$ cat src/sv/rdse_pkg.sv
// ----------------------------------------------------------------------------
// rdse_pkg
// Shared types and constants of the reference delta series encoder: result
// kind codes, configuration register indexes, code word limits and the
// command and status bundles between controller and datapath.
// ----------------------------------------------------------------------------
package rdse_pkg;

  localparam int CODE_BITS = 17;
  localparam logic [CODE_BITS-1:0] CODE_MAX = 17'h1FFFF;

  localparam int CFG_DATA_BITS = 16;
  localparam int LEN_BITS      = 7;
  localparam logic [LEN_BITS-1:0] LEN_RESET = 7'd64;

  localparam logic REG_SERIES_LENGTH = 1'b0;
  localparam logic REG_OFFSET_VALUE  = 1'b1;

  localparam logic [1:0] KIND_FIXED     = 2'd0;
  localparam logic [1:0] KIND_REFERENCE = 2'd1;
  localparam logic [1:0] KIND_DERIVED   = 2'd2;

  typedef struct packed {
    logic       write_cell;
    logic       read_mem;
    logic       load_out;
    logic       write_ref;
    logic       first_word;
    logic       last_word;
    logic [1:0] kind;
  } rdse_cmd_t;

  typedef struct packed {
    logic out_free;
    logic match_prev;
  } rdse_status_t;

endpackage

$ cat src/sv/rdse_ctrl.sv
// ----------------------------------------------------------------------------
// rdse_ctrl
// Controller: collects a series, classifies it, then walks the stored
// samples one word at a time into the datapath's output register.
// ----------------------------------------------------------------------------
module rdse_ctrl #(
  parameter int MAX_SERIES = 64
) (
  input  logic                                  clk,
  input  logic                                  rst,
  input  logic                                  in_valid,
  output logic                                  in_stall,
  input  logic                                  group_start,
  input  logic [$clog2(MAX_SERIES+1)-1:0]       len,
  input  rdse_pkg::rdse_status_t                status,
  output rdse_pkg::rdse_cmd_t                   cmd,
  output logic [$clog2(MAX_SERIES)-1:0]         wr_addr,
  output logic [$clog2(MAX_SERIES)-1:0]         rd_addr
);

  localparam int IDX_W = $clog2(MAX_SERIES);
  localparam int CNT_W = $clog2(MAX_SERIES + 1);

  typedef enum logic [2:0] {
    ST_COLLECT = 3'b001,
    ST_READ    = 3'b010,
    ST_LOAD    = 3'b100
  } state_t;

  state_t           state;
  logic [IDX_W-1:0] sample_index;
  logic [IDX_W-1:0] rd_index;
  logic [CNT_W-1:0] total;
  logic [1:0]       kind;
  logic             all_equal;
  logic             have_reference;

  logic             in_fire;
  logic [CNT_W-1:0] count_next;
  logic             series_done;
  logic             all_equal_next;
  logic             have_ref_next;
  logic             last_word;

  assign in_stall       = (state != ST_COLLECT);
  assign in_fire        = in_valid && !in_stall;
  assign count_next     = CNT_W'(sample_index) + CNT_W'(1);
  assign series_done    = (count_next >= len);
  assign all_equal_next = (sample_index == '0) || (all_equal && status.match_prev);
  assign have_ref_next  = have_reference && !group_start;
  assign last_word      = ((CNT_W'(rd_index) + CNT_W'(1)) == total);

  assign wr_addr = sample_index;
  assign rd_addr = rd_index;

  always_comb begin
    cmd            = '0;
    cmd.write_cell = in_fire;
    cmd.read_mem   = (state == ST_READ);
    cmd.load_out   = (state == ST_LOAD) && status.out_free;
    cmd.write_ref  = cmd.load_out && (kind == rdse_pkg::KIND_REFERENCE);
    cmd.first_word = (rd_index == '0);
    cmd.last_word  = last_word;
    cmd.kind       = kind;
  end

  always_ff @(posedge clk) begin
    if (rst) begin
      state          <= ST_COLLECT;
      sample_index   <= '0;
      rd_index       <= '0;
      total          <= '0;
      kind           <= rdse_pkg::KIND_FIXED;
      all_equal      <= 1'b1;
      have_reference <= 1'b0;
    end else begin
      case (state)
        ST_COLLECT: begin
          if (in_fire) begin
            all_equal <= all_equal_next;
            if (series_done) begin
              sample_index <= '0;
              rd_index     <= '0;
              state        <= ST_READ;
              if (all_equal_next) begin
                kind           <= rdse_pkg::KIND_FIXED;
                total          <= CNT_W'(1);
                have_reference <= have_ref_next;
              end else if (!have_ref_next) begin
                kind           <= rdse_pkg::KIND_REFERENCE;
                total          <= count_next;
                have_reference <= 1'b1;
              end else begin
                kind           <= rdse_pkg::KIND_DERIVED;
                total          <= count_next;
                have_reference <= 1'b1;
              end
            end else begin
              // count_next < len <= MAX_SERIES here, so it fits the index
              sample_index   <= count_next[IDX_W-1:0];
              have_reference <= have_ref_next;
            end
          end
        end
        ST_READ: begin
          state <= ST_LOAD;
        end
        ST_LOAD: begin
          if (status.out_free) begin
            if (last_word) begin
              state <= ST_COLLECT;
            end else begin
              rd_index <= rd_index + IDX_W'(1);
              state    <= ST_READ;
            end
          end
        end
        default: begin
          state <= ST_COLLECT;
        end
      endcase
    end
  end

  a_last_returns: assert property (@(posedge clk) disable iff (rst)
    (cmd.load_out && cmd.last_word) |=> (state == ST_COLLECT))
    else $error("last word did not return controller to collect");

  a_read_then_load: assert property (@(posedge clk) disable iff (rst)
    (state == ST_READ) |=> (state == ST_LOAD))
    else $error("memory read not followed by load");

  a_index_in_range: assert property (@(posedge clk) disable iff (rst)
    (state == ST_LOAD) |-> ((CNT_W'(rd_index) + CNT_W'(1)) <= total))
    else $error("word index beyond cell length");

  a_fixed_single: assert property (@(posedge clk) disable iff (rst)
    ((state != ST_COLLECT) && (kind == rdse_pkg::KIND_FIXED)) |-> (total == CNT_W'(1)))
    else $error("fixed series with more than one word");

endmodule

$ cat src/sv/rdse_datapath.sv
// ----------------------------------------------------------------------------
// rdse_datapath
// Datapath: configuration registers, sample and reference memories, the
// offset / zigzag code unit and the output register.
// ----------------------------------------------------------------------------
module rdse_datapath #(
  parameter int MAX_SERIES  = 64,
  parameter int SAMPLE_BITS = 16
) (
  input  logic                                        clk,
  input  logic                                        rst,
  input  logic                                        cfg_valid,
  output logic                                        cfg_ready,
  input  logic                                        cfg_index,
  input  logic [rdse_pkg::CFG_DATA_BITS-1:0]          cfg_data,
  input  logic signed [SAMPLE_BITS-1:0]               sample,
  input  rdse_pkg::rdse_cmd_t                         cmd,
  input  logic [$clog2(MAX_SERIES)-1:0]               wr_addr,
  input  logic [$clog2(MAX_SERIES)-1:0]               rd_addr,
  output rdse_pkg::rdse_status_t                      status,
  output logic [$clog2(MAX_SERIES+1)-1:0]             len,
  output logic                                        out_valid,
  input  logic                                        out_stall,
  output logic [1:0]                                  cell_kind,
  output logic [rdse_pkg::CODE_BITS-1:0]              code_word,
  output logic                                        last_of_cell
);

  localparam int CNT_W = $clog2(MAX_SERIES + 1);
  localparam int OFF_W = ((SAMPLE_BITS > 16) ? SAMPLE_BITS : 16) + 1;
  localparam int DIF_W = SAMPLE_BITS + 1;
  localparam int ZZ_W  = SAMPLE_BITS + 2;
  localparam int CMP_W = (ZZ_W > rdse_pkg::CODE_BITS) ? ZZ_W : rdse_pkg::CODE_BITS;
  localparam logic [rdse_pkg::LEN_BITS-1:0] LEN_MAX = rdse_pkg::LEN_BITS'(MAX_SERIES);

  logic [rdse_pkg::LEN_BITS-1:0]             series_length;
  logic signed [rdse_pkg::CFG_DATA_BITS-1:0] offset_value;

  logic signed [SAMPLE_BITS-1:0] cell_mem [MAX_SERIES];
  logic signed [SAMPLE_BITS-1:0] ref_mem  [MAX_SERIES];
  logic signed [SAMPLE_BITS-1:0] last_sample;
  logic signed [SAMPLE_BITS-1:0] cell_q;
  logic signed [SAMPLE_BITS-1:0] ref_q;
  logic signed [SAMPLE_BITS-1:0] prev_q;

  logic signed [OFF_W-1:0]           off_diff;
  logic signed [SAMPLE_BITS-1:0]     dif_base;
  logic signed [DIF_W-1:0]           dif;
  logic [ZZ_W-1:0]                   zz;
  logic                              use_off;
  logic [CMP_W-1:0]                  raw;
  logic [rdse_pkg::CODE_BITS-1:0]    code;

  assign cfg_ready = 1'b1;

  always_ff @(posedge clk) begin
    if (rst) begin
      series_length <= rdse_pkg::LEN_RESET;
      offset_value  <= '0;
    end else if (cfg_valid && cfg_ready) begin
      case (cfg_index)
        rdse_pkg::REG_SERIES_LENGTH: series_length <= cfg_data[rdse_pkg::LEN_BITS-1:0];
        rdse_pkg::REG_OFFSET_VALUE:  offset_value  <= $signed(cfg_data);
        default: ;
      endcase
    end
  end

  // zero acts as one, anything past the buffer depth as the depth
  always_comb begin
    if (series_length == '0) begin
      len = CNT_W'(1);
    end else if (series_length > LEN_MAX) begin
      len = CNT_W'(MAX_SERIES);
    end else begin
      len = CNT_W'(series_length);
    end
  end

  assign status.match_prev = (sample == last_sample);
  assign status.out_free   = !out_valid || !out_stall;

  always_ff @(posedge clk) begin
    if (cmd.write_cell) begin
      cell_mem[wr_addr] <= sample;
      last_sample       <= sample;
    end
    if (cmd.read_mem) begin
      cell_q <= cell_mem[rd_addr];
      ref_q  <= ref_mem[rd_addr];
    end
    if (cmd.write_ref) begin
      ref_mem[rd_addr] <= cell_q;
    end
    if (cmd.load_out) begin
      prev_q <= cell_q;
    end
  end

  always_comb begin
    use_off  = (cmd.kind == rdse_pkg::KIND_FIXED) ||
               ((cmd.kind == rdse_pkg::KIND_REFERENCE) && cmd.first_word);
    off_diff = OFF_W'(cell_q) - OFF_W'(offset_value);
    dif_base = (cmd.kind == rdse_pkg::KIND_DERIVED) ? ref_q : prev_q;
    dif      = DIF_W'(cell_q) - DIF_W'(dif_base);
    zz       = {dif, 1'b0} ^ {ZZ_W{dif[DIF_W-1]}};
    if (use_off) begin
      raw = off_diff[OFF_W-1] ? '0 : CMP_W'($unsigned(off_diff));
    end else begin
      raw = CMP_W'(zz);
    end
    code = (raw > CMP_W'(rdse_pkg::CODE_MAX)) ? rdse_pkg::CODE_MAX
                                              : raw[rdse_pkg::CODE_BITS-1:0];
  end

  always_ff @(posedge clk) begin
    if (rst) begin
      out_valid <= 1'b0;
    end else if (cmd.load_out) begin
      out_valid <= 1'b1;
    end else if (!out_stall) begin
      out_valid <= 1'b0;
    end
  end

  always_ff @(posedge clk) begin
    if (cmd.load_out) begin
      cell_kind    <= cmd.kind;
      code_word    <= code;
      last_of_cell <= cmd.last_word;
    end
  end

endmodule

$ cat src/sv/reference_delta_series_encoder_unit.sv
// ----------------------------------------------------------------------------
// reference_delta_series_encoder_unit
// Encodes each cell's time series as a fixed value, a group reference
// (offset first value plus zigzag step deltas) or zigzag deltas against
// the stored reference.
// ----------------------------------------------------------------------------
// Usage:
//   Input channel (in_valid / in_stall): one sample per beat, group_start
//   high on the first sample of a new group. The block takes one sample a
//   cycle while collecting a series of series_length samples.
//   Output channel (out_valid / out_stall): one code word per beat, with
//   last_of_cell on the final word of a cell.
//   Config channel (cfg_valid / cfg_ready, always ready): index 0 is
//   series_length, index 1 is offset_value; write only while idle.
//   Walk: after the last sample's beat, each word of the cell goes through a
//   registered read of the sample and reference memories (ST_READ), then
//   the code unit into the output register (ST_LOAD); in_stall is high for
//   the whole walk, so no new sample is taken until the cell is out.
//   The next series' first sample is taken while the final word still
//   waits. A stalled receiver holds the output register and the walk pauses.
//   Reset sets series_length to 64, offset_value to 0 and drops the stored
//   reference; the memories are not cleared.
// ----------------------------------------------------------------------------
module reference_delta_series_encoder_unit #(
  parameter int MAX_SERIES  = 64,
  parameter int SAMPLE_BITS = 16
) (
  input  logic                               clk,
  input  logic                               rst,
  input  logic                               in_valid,
  output logic                               in_stall,
  input  logic signed [SAMPLE_BITS-1:0]      sample,
  input  logic                               group_start,
  output logic                               out_valid,
  input  logic                               out_stall,
  output logic [1:0]                         cell_kind,
  output logic [rdse_pkg::CODE_BITS-1:0]     code_word,
  output logic                               last_of_cell,
  input  logic                               cfg_valid,
  output logic                               cfg_ready,
  input  logic                               cfg_index,
  input  logic [rdse_pkg::CFG_DATA_BITS-1:0] cfg_data
);

  rdse_pkg::rdse_cmd_t                  cmd;
  rdse_pkg::rdse_status_t               status;
  logic [$clog2(MAX_SERIES)-1:0]        wr_addr;
  logic [$clog2(MAX_SERIES)-1:0]        rd_addr;
  logic [$clog2(MAX_SERIES+1)-1:0]      len;

  rdse_ctrl #(
    .MAX_SERIES (MAX_SERIES)
  ) u_ctrl (
    .clk         (clk),
    .rst         (rst),
    .in_valid    (in_valid),
    .in_stall    (in_stall),
    .group_start (group_start),
    .len         (len),
    .status      (status),
    .cmd         (cmd),
    .wr_addr     (wr_addr),
    .rd_addr     (rd_addr)
  );

  rdse_datapath #(
    .MAX_SERIES  (MAX_SERIES),
    .SAMPLE_BITS (SAMPLE_BITS)
  ) u_datapath (
    .clk          (clk),
    .rst          (rst),
    .cfg_valid    (cfg_valid),
    .cfg_ready    (cfg_ready),
    .cfg_index    (cfg_index),
    .cfg_data     (cfg_data),
    .sample       (sample),
    .cmd          (cmd),
    .wr_addr      (wr_addr),
    .rd_addr      (rd_addr),
    .status       (status),
    .len          (len),
    .out_valid    (out_valid),
    .out_stall    (out_stall),
    .cell_kind    (cell_kind),
    .code_word    (code_word),
    .last_of_cell (last_of_cell)
  );

endmodule

$ cat config.mk
export PLATFORM = sky130hd
export DESIGN_NAME = reference_delta_series_encoder_unit
export DESIGN_NICKNAME = d
export VERILOG_FILES = /design/src/sv/rdse_pkg.sv /design/src/sv/rdse_ctrl.sv /design/src/sv/rdse_datapath.sv /design/src/sv/reference_delta_series_encoder_unit.sv
export SDC_FILE = /design/constraint.sdc
export NUM_CORES = 2
export LEC_CHECK = 0
export BUFFER_PORTS_ARGS = -buffer_cell sky130_fd_sc_hd__buf_2
export CORE_MARGIN = 2
export CORE_UTILIZATION = 28
export DETAILED_ROUTE_END_ITERATION = 10
export GPL_TIMING_DRIVEN = 0
export PLACE_DENSITY = 0.49
export SLEW_MARGIN = 20
export SYNTH_ARGS = -nofsm -noshare
export SYNTH_HDL_FRONTEND = slang
export SYNTH_HIERARCHICAL = 1
export SYNTH_SLANG_ARGS = --single-unit
$ cat constraint.sdc
create_clock -name clk -period 4.7 [get_ports clk]
set_input_delay 0.94 -clock clk [delete_from_list [all_inputs] [get_ports clk]]
set_output_delay 0.94 -clock clk [all_outputs]
set_load 0.02 [all_outputs]
==> results.toml <==
[logic_synthesis]
syn_nets = 5017
synthesis.instances = 4933
ys_seq_elements = 2182
synth.most_common_cell = "edfxtp_1"
yosysWarningCount = 6
synth_area_leaders = "edfxtp_1 (74%), mux4_2 (4.4%), mux2i_1 (3.3%), a221oi_1 (2.1%), nor2_1 (1.5%)"
synth_cell_types = 87
synthTopCellsByCount = "edfxtp_1 (2132), nor2_1 (354), mux2i_1 (286)"
seq_area_frac_synth_pct = 75.4
synth-async-reset-ratio_pct = 0
ys.flop_type = "edfxtp_1"
synth-edff-count = 2132
post-synth-top-area-cell = "edfxtp_1"
synth_area_per_cell_um2 = 17.5
synthDominantCellAreaShare_pct = 74.2
synthesis.area_mm2 = 0.0863

[route]
postRouteAntennaNets = 0
wl_um = 437000
routedWlPerCell_um = 44.8
drcViolationCount = 0
drt_pre_antenna_iters = 9
via_per_inst = 6.04
vias = 58900
drt_iter0_drc = 12300

[run_status]
run_status = "complete, but fails checks"
failed_checks = "setup timing"

[clocking]
cts_tree = "done"
hold_buffers = 0
cts_made_buffers = 227
clkSlewWorstSetupHoldPaths_ns = 0.06
ctsHtreeMaxLevel = 4
clock_latency_ns = 0.94
clock_path_buffers = 3
cts.sinks = 2182
cts-root-buf = "clkbuf_16"

[critical_path]
end_kind = "flop"
arrival_ns = 5.50
rr_startpoint = "u_ctrl/rd_addr[0]"
critPathKind = "reg2reg"
start_kind = "flop"
r2r_slack_ns = -0.23
reg2regPathDepth = 9
required_ns = 5.27
cp_max_fo = 11
regToRegEndpoint = "u_datapath/ref_q[10]"

[power]
p_total_uw = 39900
powerDensity_mw_per_mm2 = 380
peakVddDrop_uv = 316
p_leak_uw = 0.0328

[global_route]
grt_max_degree = 67
first_global_vias = 52500
grt_pass1_wl_um = 551000
grt_antenna_before_repair = 72
grt_overflow = 0
track_usage_pct = 27.0

[finish]
nFillCells = 29100
syn_to_final_growth_pct = 21.8
drive_gt1_share_pct = 22.7
multi_input_area_mm2 = 0.0205
final_nets = 5515
regArea_mm2 = 0.0650
instances_no_fill = 9749
utilization_pct = 34.3

[sta]
fin_ws_ns = -0.230
max-slew-margin-rel_pct = 9.25
setup_viol = 103
finalHoldViolCount = 0
finClkSkew_ns = 0.109
fin_crit_ns = 4.93
period_share_pct = 105
max_freq_ghz = 0.203
hold_ws_ns = 0.277
worstMarginPinSlew_ns = 1.36
slew_viol_final = 0

[floorplanning]
die_area_mm2 = 0.313
fp.dieH_um = 559
initial_core_util_pct = 28.2
ios = 62
core-area_mm2 = 0.306
die_width_um = 559
placementRows = 203

[placed_design]
pre_cts_ws_ns = -1.21
dp_hpwl_um = 291000
io_buffers = 60
gp_congestion = 1.05
place_inst = 9286

[job]
maxCapViolCount = 0

[min_path]
worstHoldStart = "cfg_data[7]"
hold_class = "in2reg"
min_to = "u_datapath/offset_value[7]"
hold_depth = 3
==> through the flow <==
stage               area, µm²   TNS, ns
finish                 105000     -5.88
detailed placement      97100   -668.72
global route           105000  -0.00264
CTS                    105000         0
floorplan               86300         0
global placement        91700  -2769.90
==> cell families (layout without fill, tap and decap cells) <==
logic type                 count (synthesis)  in the layout  share of synthesized area (%)
AOI/OAI and AO/OA                       1044           1044                           8.43
xor gates and xnor gates                  69             69                          0.734
adders and majority gates                 45             45                          0.670
buffers and inverters                    341           1024                           2.17
DFF                                     2182           2182                           75.4
muxes                                    566            566                           9.15
other                                      1             34                        0.00435
and+or+nand+nor                          685            685                           3.48
==> flip-flops by register name, summed over array words and instances (netlist names), 7 cells and up <==
signal / flops
u_datapath/cell_q: 16
u_datapath/cell_mem: 1024
u_datapath/code_word: 17
u_datapath/prev_q: 16
u_datapath/last_sample: 16
u_ctrl/total: 7
u_datapath/ref_q: 16
u_datapath/series_length: 7
u_datapath/offset_value: 16
u_datapath/ref_mem: 1024
==> routing by layer <==
layer	global-route usage, %	vias to the layer above	share of wire (%)
li1	-	21100	-
met1	33.9	30800	36
met2	37.4	5479	40
met3	12.0	1434	15
met4	17.9	50	8.0
met5	0	-	0.099
==> critical path: stages, from the launching register on <==
cell and delay [ns]:
dfxtp_2 0.49, buf_6 0.26, buf_6 0.28, buf_4 0.55, buf_4 0.59, buf_4 0.60, a21oi_1 0.22, o21ai_0 0.82
o211ai_1 0.19, or3_1 0.51
==> where the power goes <==
part | switching, µW | internal [µW]
Combinational | 447 | 161
Sequential | 33.4 | 21200
Clock | 8070 | 9990
==> worst max-delay path by stage <==
stage / startpoint / cells after the start / endpoint / slack (ns)
final: u_ctrl/rd_addr[0] / 9 / u_datapath/ref_q[10] / -0.23
after global routing: u_ctrl/rd_addr[1] / 10 / u_datapath/ref_q[6] / -0.003
after CTS: u_ctrl/rd_addr[1] / 11 / u_datapath/ref_q[5] / 0.004
after detailed placement: u_ctrl/rd_addr[2] / 8 / u_datapath/ref_mem[53][8] / -1.21
after global placement: u_ctrl/rd_addr[2] / 7 / u_datapath/ref_mem[17][3] / -2.93
after floorplan: u_ctrl/kind[0] / 12 / u_datapath/code_word[16] / 1.19
==> what timing repair did <==
item | 4_1_cts | 5_1_grt
setup endpoints to repair | 945 | 38
resized for setup | 75 | 26
pin swaps | 11 | 5
setup buffers | 16 | 4
==> cell usage in the layout (no fill, tap or decap), drive strengths merged, types with 19 or more instances in the layout <==
cell,count
mux2,113
a22o,49
o221ai,22
dfxtp,50
diode,33
xnor2,49
inv,47
o22ai,122
clkbuf,395
nand2,173
nor2b,26
mux4,167
clkinv,104
buf,457
nand3,27
or4,19
edfxtp,2132
o21ai,136
a22oi,122
ha,43
a21oi,247
a211oi,28
a221oi,212
nor2,355
mux2i,286
==> final cells by class <==
type | count | area share, %
well taps | 4100 | 4.88
inverters | 46 | 0.167
clock inverters | 126 | 1.34
diodes | 33 | 0.0786
clock buffers | 288 | 5.67
multi-input cells | 2410 | 19.5
repair buffers | 274 | 4.64
flip-flops and latches | 2182 | 61.9
plain buffers | 290 | 1.88
No activity file was read; power rests on OpenSTA's default activity.
